==> config.mk <==
export PLATFORM = sky130hd
export DESIGN_NAME = audio_peak_normalizer_core
export DESIGN_NICKNAME = d
export VERILOG_FILES = /design/src/hw/rtl/apn_pkg.sv /design/src/hw/rtl/apn_store.sv /design/src/hw/rtl/apn_front.sv /design/src/hw/rtl/apn_fifo.sv /design/src/hw/rtl/apn_back.sv /design/src/hw/rtl/audio_peak_normalizer_core.sv
export SDC_FILE = /design/constraint.sdc
export NUM_CORES = 2
export LEC_CHECK = 0
export BUFFER_PORTS_ARGS = -buffer_cell sky130_fd_sc_hd__buf_2
export CAP_MARGIN = 5
export CORE_ASPECT_RATIO = 0.5
export CORE_MARGIN = 3
export CORE_UTILIZATION = 57
export CTS_BUF_LIST = sky130_fd_sc_hd__clkbuf_8 sky130_fd_sc_hd__clkbuf_16
export DETAILED_ROUTE_END_ITERATION = 10
export PLACE_DENSITY = 0.76
export SLEW_MARGIN = 20
export SYNTH_ARGS = -nofsm -noshare
export SYNTH_HDL_FRONTEND = slang
export SYNTH_SLANG_ARGS = --single-unit
==> constraint.sdc <==
create_clock -name clk -period 6.8 [get_ports clk]
set_input_delay 0.68 -clock clk [delete_from_list [all_inputs] [get_ports clk]]
set_output_delay 0.68 -clock clk [all_outputs]
set_load 0.05 [all_outputs]
==> src/hw/rtl/apn_pkg.sv <==
// shared types and constants for the audio peak normalizer
package apn_pkg;

  localparam int BLOCK_DEPTH_DEF = 64;
  localparam int SAMPLE_W        = 16;
  localparam int TARGET_W        = 15;
  localparam int PEAK_W          = 17;

  localparam logic [TARGET_W-1:0] TARGET_RESET = 15'd27571;
  localparam logic [SAMPLE_W-1:0] OUT_MAX      = 16'd32767;

  // input request payload
  typedef struct packed {
    logic signed [SAMPLE_W-1:0] sample_in;
    logic                       last_in;
  } in_item_t;

  // output request payload
  typedef struct packed {
    logic signed [SAMPLE_W-1:0] sample_out;
    logic                       last_out;
  } out_item_t;

  // back end sequencer states
  typedef enum logic [2:0] {
    B_IDLE,
    B_READ,
    B_MUL,
    B_DIV,
    B_PUT
  } back_state_t;

endpackage

==> src/hw/rtl/apn_store.sv <==
// two-bank sample memory, one write port and one registered read port
module apn_store import apn_pkg::*; #(
  parameter  int BLOCK_DEPTH = BLOCK_DEPTH_DEF,
  localparam int AW          = (BLOCK_DEPTH > 1) ? $clog2(BLOCK_DEPTH) : 1
) (
  input  logic                       clk,
  input  logic                       wr_en,
  input  logic [AW:0]                wr_addr,
  input  logic [SAMPLE_W-1:0]        wr_data,
  input  logic                       rd_en,
  input  logic [AW:0]                rd_addr,
  output logic [SAMPLE_W-1:0]        rd_data
);

  logic [SAMPLE_W-1:0] mem [0:(2*(2**AW))-1];

  // write port
  always_ff @(posedge clk) begin
    if (wr_en) begin
      mem[wr_addr] <= wr_data;
    end
  end

  // registered read port
  always_ff @(posedge clk) begin
    if (rd_en) begin
      rd_data <= mem[rd_addr];
    end
  end

endmodule

==> src/hw/rtl/apn_front.sv <==
// front end: takes samples, stores them, tracks the block peak, hands off blocks
module apn_front import apn_pkg::*; #(
  parameter  int BLOCK_DEPTH = BLOCK_DEPTH_DEF,
  localparam int AW          = (BLOCK_DEPTH > 1) ? $clog2(BLOCK_DEPTH) : 1,
  localparam int CW          = $clog2(BLOCK_DEPTH + 1)
) (
  input  logic                clk,
  input  logic                rst,
  input  logic                in_valid,
  output logic                in_stall,
  input  in_item_t            in_item,
  output logic                wr_en,
  output logic [AW:0]         wr_addr,
  output logic [SAMPLE_W-1:0] wr_data,
  output logic                push,
  output logic                push_bank,
  output logic [CW-1:0]       push_count,
  output logic [PEAK_W-1:0]   push_peak,
  input  logic                fifo_full,
  input  logic                bank_rel,
  input  logic                bank_rel_id
);

  logic [CW-1:0]     cnt;
  logic [PEAK_W-1:0] peak;
  logic              bank;
  logic [1:0]        busy;
  logic [1:0]        busy_next;

  logic              accept;
  logic [CW-1:0]     cnt_inc;
  logic [PEAK_W-1:0] ext;
  logic [PEAK_W-1:0] mag;
  logic [PEAK_W-1:0] peak_new;
  logic              blk_end;

  // request acceptance: the target bank must be free of the back end and the queue must not be full
  assign in_stall = busy[bank] || fifo_full;
  assign accept   = in_valid && !in_stall;

  // magnitude and running peak
  always_comb begin
    ext      = PEAK_W'(in_item.sample_in);
    mag      = ext[PEAK_W-1] ? (~ext + PEAK_W'(1)) : ext;
    peak_new = (mag > peak) ? mag : peak;
    cnt_inc  = cnt + CW'(1);
    blk_end  = in_item.last_in || (cnt_inc == CW'(BLOCK_DEPTH));
  end

  // store write
  assign wr_en   = accept;
  assign wr_addr = {bank, cnt[AW-1:0]};
  assign wr_data = in_item.sample_in;

  // block hand-off
  assign push       = accept && blk_end;
  assign push_bank  = bank;
  assign push_count = cnt_inc;
  assign push_peak  = peak_new;

  // bank ownership: claimed on hand-off, freed when the back end finishes
  always_comb begin
    busy_next = busy;
    if (push) begin
      busy_next[bank] = 1'b1;
    end
    if (bank_rel) begin
      busy_next[bank_rel_id] = 1'b0;
    end
  end

  // block state and bank ownership
  always_ff @(posedge clk) begin
    if (rst) begin
      cnt  <= '0;
      peak <= '0;
      bank <= 1'b0;
      busy <= 2'b00;
    end else begin
      if (accept) begin
        if (blk_end) begin
          cnt  <= '0;
          peak <= '0;
          bank <= ~bank;
        end else begin
          cnt  <= cnt_inc;
          peak <= peak_new;
        end
      end
      busy <= busy_next;
    end
  end

endmodule

==> src/hw/rtl/apn_fifo.sv <==
// two-entry queue of block descriptors between front and back end
module apn_fifo #(
  parameter int DW = 8
) (
  input  logic          clk,
  input  logic          rst,
  input  logic          push,
  input  logic [DW-1:0] push_data,
  input  logic          pop,
  output logic          head_valid,
  output logic [DW-1:0] head_data,
  output logic          full
);

  logic [DW-1:0] entry [0:1];
  logic          wr_ptr;
  logic          rd_ptr;
  logic [1:0]    fill;

  assign head_valid = (fill != 2'd0);
  assign full       = (fill == 2'd2);
  assign head_data  = entry[rd_ptr];

  // entry writes
  always_ff @(posedge clk) begin
    if (push) begin
      entry[wr_ptr] <= push_data;
    end
  end

  // pointers and fill level
  always_ff @(posedge clk) begin
    if (rst) begin
      wr_ptr <= 1'b0;
      rd_ptr <= 1'b0;
      fill   <= 2'd0;
    end else begin
      if (push) begin
        wr_ptr <= ~wr_ptr;
      end
      if (pop) begin
        rd_ptr <= ~rd_ptr;
      end
      case ({push, pop})
        2'b10:   fill <= fill + 2'd1;
        2'b01:   fill <= fill - 2'd1;
        default: fill <= fill;
      endcase
    end
  end

endmodule

==> src/hw/rtl/apn_back.sv <==
// back end: reads a block back, scales each sample by target/peak, emits results
module apn_back import apn_pkg::*; #(
  parameter  int BLOCK_DEPTH = BLOCK_DEPTH_DEF,
  localparam int AW          = (BLOCK_DEPTH > 1) ? $clog2(BLOCK_DEPTH) : 1,
  localparam int CW          = $clog2(BLOCK_DEPTH + 1)
) (
  input  logic                clk,
  input  logic                rst,
  input  logic [TARGET_W-1:0] target_level,
  input  logic                desc_valid,
  input  logic                desc_bank,
  input  logic [CW-1:0]       desc_count,
  input  logic [PEAK_W-1:0]   desc_peak,
  output logic                desc_pop,
  output logic                rd_en,
  output logic [AW:0]         rd_addr,
  input  logic [SAMPLE_W-1:0] rd_data,
  output logic                out_valid,
  input  logic                out_stall,
  output out_item_t           out_item
);

  back_state_t         state;
  back_state_t         state_next;
  logic [AW-1:0]       idx;
  logic [SAMPLE_W-1:0] rem;
  logic [SAMPLE_W-1:0] low;
  logic [2:0]          iter;
  logic                neg;

  logic                out_free;
  logic                out_load;
  logic                blk_last;
  logic [PEAK_W-1:0]   ext;
  logic [PEAK_W-1:0]   mag;
  logic [31:0]         prod;
  logic [PEAK_W-1:0]   r1;
  logic [PEAK_W-1:0]   r2;
  logic [SAMPLE_W-1:0] r1_rem;
  logic [SAMPLE_W-1:0] r2_rem;
  logic                q1;
  logic                q2;
  logic [SAMPLE_W-1:0] res_mag;
  logic [SAMPLE_W-1:0] res_val;

  assign out_free = !out_valid || !out_stall;
  assign blk_last = ((CW'(idx) + CW'(1)) == desc_count);
  assign rd_addr  = {desc_bank, idx};

  // next state
  always_comb begin
    state_next = state;
    unique case (state)
      B_IDLE:  if (desc_valid) state_next = B_READ;
      B_READ:  state_next = B_MUL;
      B_MUL:   state_next = B_DIV;
      B_DIV:   if (iter == 3'd7) state_next = B_PUT;
      B_PUT:   if (out_free) state_next = blk_last ? B_IDLE : B_READ;
      default: state_next = B_IDLE;
    endcase
  end

  // state outputs
  always_comb begin
    rd_en    = 1'b0;
    out_load = 1'b0;
    unique case (state)
      B_READ:  rd_en = 1'b1;
      B_PUT:   out_load = out_free;
      default: begin
        rd_en    = 1'b0;
        out_load = 1'b0;
      end
    endcase
  end
  assign desc_pop = out_load && blk_last;

  // magnitude times target, quotient bounded to 16 bits
  always_comb begin
    ext  = PEAK_W'(signed'(rd_data));
    mag  = ext[PEAK_W-1] ? (~ext + PEAK_W'(1)) : ext;
    prod = 32'(mag) * 32'(target_level);
  end

  // two restoring division steps per cycle
  always_comb begin
    r1     = {rem, low[SAMPLE_W-1]};
    q1     = (r1 >= desc_peak);
    r1_rem = q1 ? SAMPLE_W'(r1 - desc_peak) : r1[SAMPLE_W-1:0];
    r2     = {r1_rem, low[SAMPLE_W-2]};
    q2     = (r2 >= desc_peak);
    r2_rem = q2 ? SAMPLE_W'(r2 - desc_peak) : r2[SAMPLE_W-1:0];
  end

  // silent block gives zero, clamp, restore sign
  always_comb begin
    if (desc_peak == '0) begin
      res_mag = '0;
    end else if (low > OUT_MAX) begin
      res_mag = OUT_MAX;
    end else begin
      res_mag = low;
    end
    res_val = neg ? (~res_mag + SAMPLE_W'(1)) : res_mag;
  end

  // control registers
  always_ff @(posedge clk) begin
    if (rst) begin
      state     <= B_IDLE;
      idx       <= '0;
      out_valid <= 1'b0;
    end else begin
      state <= state_next;
      if (out_load) begin
        out_valid <= 1'b1;
        idx       <= blk_last ? '0 : idx + AW'(1);
      end else if (!out_stall) begin
        out_valid <= 1'b0;
      end
    end
  end

  // datapath registers
  always_ff @(posedge clk) begin
    if (state == B_MUL) begin
      rem  <= prod[31:16];
      low  <= prod[15:0];
      neg  <= rd_data[SAMPLE_W-1];
      iter <= 3'd0;
    end else if (state == B_DIV) begin
      rem  <= r2_rem;
      low  <= {low[SAMPLE_W-3:0], q1, q2};
      iter <= iter + 3'd1;
    end
    if (out_load) begin
      out_item.sample_out <= signed'(res_val);
      out_item.last_out   <= blk_last;
    end
  end

endmodule

==> src/hw/rtl/audio_peak_normalizer_core.sv <==
// Audio peak normalizer: block capture, peak tracking and per-sample scaling.
// Input channel (in_valid/in_stall/in_item) takes signed Q1.15 samples, one
// request per cycle while a bank is free. A request with last_in set, or the
// one that fills BLOCK_DEPTH entries, closes the block. Closed blocks wait in
// a two-entry queue; the store has two banks, so one block can load while the
// previous one drains. Output channel (out_valid/out_stall/out_item) returns
// every sample of the block in order, scaled by target_level/peak, truncated
// toward zero, with last_out on the final one. A silent block yields zeros.
// In the back end each output sample passes through a memory read, a multiply,
// a two-bit-per-cycle divider and the output load. The output register lets
// the divider work on the next sample while the receiver stalls; a stalled
// request holds. cfg_wr_en/cfg_wr_data write target_level, which resets to
// 27571 (-1.5 dBFS). Synchronous reset rst empties the queue, frees both
// banks and drops any pending output.
module audio_peak_normalizer_core import apn_pkg::*; #(
  parameter int BLOCK_DEPTH = BLOCK_DEPTH_DEF
) (
  input  logic                clk,
  input  logic                rst,
  input  logic                cfg_wr_en,
  input  logic [TARGET_W-1:0] cfg_wr_data,
  input  logic                in_valid,
  output logic                in_stall,
  input  in_item_t            in_item,
  output logic                out_valid,
  input  logic                out_stall,
  output out_item_t           out_item
);

  localparam int AW = (BLOCK_DEPTH > 1) ? $clog2(BLOCK_DEPTH) : 1;
  localparam int CW = $clog2(BLOCK_DEPTH + 1);
  localparam int DW = 1 + CW + PEAK_W;

  logic [TARGET_W-1:0] target_level;

  logic                wr_en;
  logic [AW:0]         wr_addr;
  logic [SAMPLE_W-1:0] wr_data;
  logic                rd_en;
  logic [AW:0]         rd_addr;
  logic [SAMPLE_W-1:0] rd_data;

  logic                push;
  logic                push_bank;
  logic [CW-1:0]       push_count;
  logic [PEAK_W-1:0]   push_peak;
  logic                fifo_full;
  logic                head_valid;
  logic [DW-1:0]       head_data;
  logic                desc_pop;
  logic                desc_bank;
  logic [CW-1:0]       desc_count;
  logic [PEAK_W-1:0]   desc_peak;

  // target level register
  always_ff @(posedge clk) begin
    if (rst) begin
      target_level <= TARGET_RESET;
    end else if (cfg_wr_en) begin
      target_level <= cfg_wr_data;
    end
  end

  assign {desc_bank, desc_count, desc_peak} = head_data;

  apn_front #(
    .BLOCK_DEPTH(BLOCK_DEPTH)
  ) u_front (
    .clk         (clk),
    .rst         (rst),
    .in_valid    (in_valid),
    .in_stall    (in_stall),
    .in_item     (in_item),
    .wr_en       (wr_en),
    .wr_addr     (wr_addr),
    .wr_data     (wr_data),
    .push        (push),
    .push_bank   (push_bank),
    .push_count  (push_count),
    .push_peak   (push_peak),
    .fifo_full   (fifo_full),
    .bank_rel    (desc_pop),
    .bank_rel_id (desc_bank)
  );

  apn_fifo #(
    .DW(DW)
  ) u_fifo (
    .clk        (clk),
    .rst        (rst),
    .push       (push),
    .push_data  ({push_bank, push_count, push_peak}),
    .pop        (desc_pop),
    .head_valid (head_valid),
    .head_data  (head_data),
    .full       (fifo_full)
  );

  apn_store #(
    .BLOCK_DEPTH(BLOCK_DEPTH)
  ) u_store (
    .clk     (clk),
    .wr_en   (wr_en),
    .wr_addr (wr_addr),
    .wr_data (wr_data),
    .rd_en   (rd_en),
    .rd_addr (rd_addr),
    .rd_data (rd_data)
  );

  apn_back #(
    .BLOCK_DEPTH(BLOCK_DEPTH)
  ) u_back (
    .clk          (clk),
    .rst          (rst),
    .target_level (target_level),
    .desc_valid   (head_valid),
    .desc_bank    (desc_bank),
    .desc_count   (desc_count),
    .desc_peak    (desc_peak),
    .desc_pop     (desc_pop),
    .rd_en        (rd_en),
    .rd_addr      (rd_addr),
    .rd_data      (rd_data),
    .out_valid    (out_valid),
    .out_stall    (out_stall),
    .out_item     (out_item)
  );

endmodule
## Word-level counts from Yosys, hierarchy flattened

Memory sizes are Yosys's and may differ from the RTL's. A register that Yosys moved wholly into a read port is not among the register bits.
Cells that the tools add are included.

- ROM bits: 0
- Output and inout bits: 19
- Register bits: 109
- Bits in writable memories: 2098
- Input bits: 37
- Bits in latches: 0
- Logic and storage cells: 119
- Memories: 2

- Mux-type cells: 39
- Divide/modulo/power cells: 0
- Add/subtract/negate cells: 11
- Multiply operators: 1
- Reductions and logical operators: 18
- Shift-type cells: 0
- Equal/unequal tests: 14
- Order comparisons: 8
- Bitwise logic cells: 9

Memory list:

| memory | words | width | rd ports | clocked after Yosys merged registers in | write ports | line | text |
|---|---|---|---|---|---|---|---|
| u_store.mem | 128 | 16 | 1 | 1 | 1 | apn_store.sv:15 | `logic [SAMPLE_W-1:0] mem [0:(2*(2**AW))-1];` |
| u_fifo.entry | 2 | 25 | 1 | 1 | 1 | apn_fifo.sv:15 | `logic [DW-1:0] entry [0:1];` |

Operators by type and width:

| cell | count |
|---|---|
| $mux W16 | 9 |
| $mux W17 | 4 |
| $add A17 B1 Y17 const B | 2 |
| $ge A17 B17 Y1 | 2 |
| $not A17 Y17 | 2 |
| $mul A17 B15 Y32 | 1 |
| $sub A16 B16 Y16 | 2 |
| $gt A17 B17 Y1 | 1 |
| $logic_not A17 Y1 | 1 |
| $add A16 B1 Y16 const B | 1 |
| $gt A16 B15 Y1 const B | 1 |
| $not A16 Y16 | 1 |
| $mux W1 | 15 |
| $pmux W3 S5 | 1 |
| $mux W3 | 3 |
| $add A6 B1 Y7 const B | 1 |
| $add A7 B1 Y7 const B | 1 |
| $eq A7 B7 Y1 | 1 |
| $eq A7 B7 Y1 const B | 1 |
| $mux W7 | 1 |
| $add A6 B1 Y6 const B | 1 |
| $eq A3 B2 Y1 const B | 2 |
| $eq A3 B3 Y1 const B | 2 |
| $mux W6 | 1 |
| other kinds (24) | 43 |

## Logic depth before layout (Yosys ltp)

- Depth in word-level cells: 9
- Gate-level depth with buffers: 31

## Cells and area by module

From an unflattened synthesis, not the netlist that was laid out.

- Cell total of the unflattened synthesis: 5084
- Area, all modules: 97128.2 sq um

Modules (own cells, without submodules):

| module | cells each | area an instance (sq um) | instances | seq. area each (sq um) |
|---|---|---|---|---|
| apn_store | 3086 | 78683.0 | 1 | 61979.4 |
| apn_back | 1557 | 13644.3 | 1 | 1761.7 |
| apn_front | 293 | 2227.1 | 1 | 540.5 |
| apn_fifo | 100 | 2005.7 | 1 | 1601.5 |
| audio_peak_normalizer_core | 48 | 568.0 | 1 | 300.3 |

## Least setup slack after synthesis

Ideal clock, no wire load.

- Path kind: flip-flop to flip-flop
- From: register u_store.rd_data[2] (read register of u_store.mem)
- To: register u_back.rem[14] (data pin)
- Period minus slack after synthesis: 7383 ps
- Buffers on the path: 2
- Data required time: 6530 ps
- Cell stages (with the launch flop): 31
- Path slack: -583 ps
- Data arrival time: 7113 ps
- Cell sequence: edfxtp_1 > nor2_1 > nand3_1 > nor2_1 > nand2_1 > or3_1 > o31ai_1 > xnor2_1 > clkbuf_1 > and2_1 > fa_1 > inv_1 > fa_1 > inv_1 > fa_1 > fa_1 > fa_1 > inv_1 > fa_1 > inv_1 > ha_1 > clkbuf_1 > and3_1 > a31oi_1 > o21ai_0 > a221o_1 > a31oi_1 > o21ai_0 > a221oi_1 > xor2_1 > mux2i_1

- Cells in the longest elaborated chain, start to end: 5

RTL lines:

| what | line | text |
|---|---|---|
| from (decl) | apn_store.sv:12 | `output logic [SAMPLE_W-1:0] rd_data` |
| $not A17 Y17 | apn_back.sv:81 | `mag = ext[PEAK_W-1] ? (~ext + PEAK_W'(1)) : ext;` |
| $add A17 B1 Y17 | apn_back.sv:81 |  |
| $mux W17 (*) | apn_back.sv:81 |  |
| $mul A17 B15 Y32 (*) | apn_back.sv:82 | `prod = 32'(mag) * 32'(target_level);` |
| $mux W16 (*) | apn_back.sv:126 | `if (state == B_MUL) begin` |
| to (signal assigned) | apn_back.sv:127 | `rem <= prod[31:16];` |
| to (signal assigned) | apn_back.sv:132 | `rem <= r2_rem;` |
| to (decl) | apn_back.sv:26 | `logic [SAMPLE_W-1:0] rem;` |

Mark *: on every way between the ends. The rest lies on a longest branch, timed or not.
A chain may end at the register's enable or synchronous reset.

## Worst setup path in the final report

- From: register u_store.rd_data[7] (read register of u_store.mem)
- To: register u_back.rem[14] (data pin)

The elaborated chain is that of the path after synthesis.

==> flow_summary.yaml <==
pwr:
  power_density_mw_per_mm2: 570
  ir_worst_vdd_uv: 3420
  power.leakage_nw: 35.5
sta:
  fmax_ghz: 0.138
  fin_ws_ns: -0.450
  fin_crit_sh_pct: 107
  worstMarginPinSlew_ns: 1.15
  worst_hold_slack_ns: 0.113
  setup_viol: 18
  hold_viol_final: 0
  finClkSkew_ns: 0.102
  finalMaxSlewViolations: 0
  max-slew-margin-rel_pct: 23.4
  rsz0062_at_grt: "true"
  fin_crit_ns: 7.25
grt:
  overflow: 0
  grt_pass1_wl_um: 365000
  grt_max_degree: 123
  grt_use_total_pct: 28.6
  antenna_found_initial: 31
  grt_pass1_vias: 52900
cells_and_area:
  synthToLayoutAreaGrowth_pct: 12.1
  design_area_mm2: 0.108
  final_nets: 5778
  drive_above_1_share_pct: 27.8
  utilization_pct: 64.6
route:
  top_layer: "met5"
  met1_length_um: 91600
  drc: 0
  antenna_left: 0
  wire_per_inst_um: 31.9
  vias_per_cell: 6.64
  dr_wl_met3_um: 28400
  wl_met2_um: 121000
  vias: 51800
  drt-initial-drc-count: 7403
  finalWirelength_um: 249000
  first_pass_iters: 6
place:
  port_buffers: 55
  dp_hpwl_um: 149000
  place_area_mm2: 0.102
  gp_congestion: 0.916
  place_ws_ns: -0.513
run:
  drv_cap: 0
setup_path:
  cp_slowest_cell: "fa_2"
  crit_required_ns: 7.31
  critPathLaunchType: "flop"
  worstSetupPathType: "flop to flop"
  end_kind: "flop"
  path_max_fanout: 6
  slowest_delay_ns: 0.52
  worstPathArrival_ns: 7.76
  critPathMostFrequentCell: "fa_1"
die:
  die_h_um: 297
  die_area_mm2: 0.175
  pin_count: 56
  coreArea_mm2: 0.168
  die_w_um: 588
  rows: 106
  initial_core_util_pct: 57.6
yosys:
  synthFlopType: "edfxtp_1"
  ys_warn_count: 0
  synthCells: 5008
  ys_types: 73
  ys_ff_latch: 2224
  synth_area_per_cell_um2: 19.3
  synth_edf_count: 2164
  synth-seq-area-share_pct: 68.5
  syn_area_mm2: 0.0967
  async_reset_ff_share_pct: 0
clocking:
  cts_hold_buf: 0
  clkSinkCount: 2224
  numCtsBuffers: 192
  cts_buffer_depth: 4
  clk_pin_slew_ns: 0.08
  cts_tree: "built"
  root_buffer: "clkbuf_16"
  clock_latency_ns: 0.86
  htreeDepth: 4
hold_path:
  holdCritPathClass: "input port to flop"
status:
  violations: "setup timing"
  status: "finished with violations"
## Yosys cell counts (all sizes together), types with 15 or more instances
library cell	count	area (um2)
mux2	45	507
and2	150	938
edfxtp	2164	65000
a21o	38	285
o31ai	15	113
fa	195	3900
buf	94	464
xor2	27	236
clkbuf	153	574
nor2	220	826
a21oi	79	395
nor3	22	110
o21ai	76	380
mux4	672	15100
mux2i	54	541
a211oi	17	133
xnor2	75	657
dfxtp	60	1200
a32o	16	160
nor2b	16	100
nand3	31	155
nand2	218	818
ha	155	1940
inv	260	976
## placed cells by master, fill, tap and decap left out, types with 17 or more instances in the layout
master and instances:
edfxtp_1 2164, mux4_2 672, buf_4 338, inv_1 280, nand2_1 210, nor2_1 209
clkbuf_16 193, fa_1 184, ha_1 141, and2_1 140, a21oi_1 71, xnor2_1 62
o21ai_0 61, dfxtp_1 54, mux2i_1 53, clkinv_1 46, mux2_2 45, buf_2 39
a21o_1 38, clkinv_2 30, nand3_1 29, buf_6 27, xor2_1 24, inv_2 23
nor3_1 22, buf_12 17
## area by class of cell
type                            instances  area, um2
Sequential cell                      2224      66200
Fill cell                           10600      59400
Multi-Input combinational cell       2289      29300
Clock buffer                          193       4830
Timing Repair Buffer                  422       3390
Tap cell                             2268       2840
Inverter                              262        983
Clock inverter                        135        762
Antenna cell                           13       32.5
## path summary, 6_finish.rpt
| kind | start | to | slack (ns) | cells after the start |
|---|---|---|---|---|
| hold reg to reg | u_back.iter[1] | u_back.iter[1] | 0.44 | 2 |
| setup / recovery | u_store.rd_data[7] | u_back.rem[14] | -0.45 | 27 |
| setup reg to reg | u_store.rd_data[7] | u_back.rem[14] | -0.45 | 27 |
| hold / removal | cfg_wr_data[14] | target_level[14] | 0.11 | 3 |
## worst max-delay path: cells and delay by family, from the launching register on
kind	cells	cell delay, ns
AO/OA/AOI/OAI	8	1.74
XOR/XNOR	2	0.34
adder cells (fa/ha/maj)	7	3.06
buffers and inverters	5	0.33
flip-flops	1	0.44
multiplexers	1	0.10
AND/OR/NAND/NOR	4	1.00
## metal layers
layer  GRT usage [%]  vias up
met4            8.76       16
met2            45.6     3667
li1                -    20600
met3            6.60      503
met5               0        -
met1            40.1    27000
## cell families (layout without fill, tap and decap cells)
kind of cell    count (synthesis)  in the layout  synth area share (%)
flops                        2224           2224                  68.5
mux                           771            771                  16.7
simple gates                  741            741                  3.65
buf+inv                       509           1012                  2.09
fa+ha+maj                     350            350                  6.04
compound gates                309            309                  2.08
xor+xnor                      102            102                 0.924
other cells                     2             29               0.00777
## flip-flops by register name, summed over array words and instances (netlist names), 2 cells and up, named ones only
register	count
target_level	15
u_front.peak	17
u_store.mem	2048
u_back.iter	3
u_store.rd_data	16
u_fifo.fill	2
u_back.rem	16
u_back.state	3
u_back.low	16
u_front.cnt	7
u_back.idx	6
u_front.busy	2
u_fifo.entry	50
u_back.out_item	17
## where the power goes
part           switching (mW)  total [mW]  internal (mW)
clock network            4.86        10.2           5.33
registers               0.158        15.5           15.4
logic                    17.7        36.1           18.4
total                    22.7        61.8           39.1
## timing repair
| action | CTS | global route |
|---|---|---|
| endpoints found under the setup margin | 17 | 21 |
| cloned | 0 | 1 |
| setup buffers | 15 | 22 |
| pin swaps | 54 | 95 |
| resized for setup | 31 | 128 |
## metrics by stage
step,setup TNS [ns],total power [mW],instances
2_1_floorplan,-0.177,33.1,5022
3_3_place_gp,-4.31,44.1,7435
3_5_place_dp,-5.22,44.3,7435
4_1_cts,-2.86,56.9,7778
5_1_grt,-9.22,65.7,7796
6_report,-4.24,61.8,7806
No activity file was read; power rests on OpenSTA's default activity.
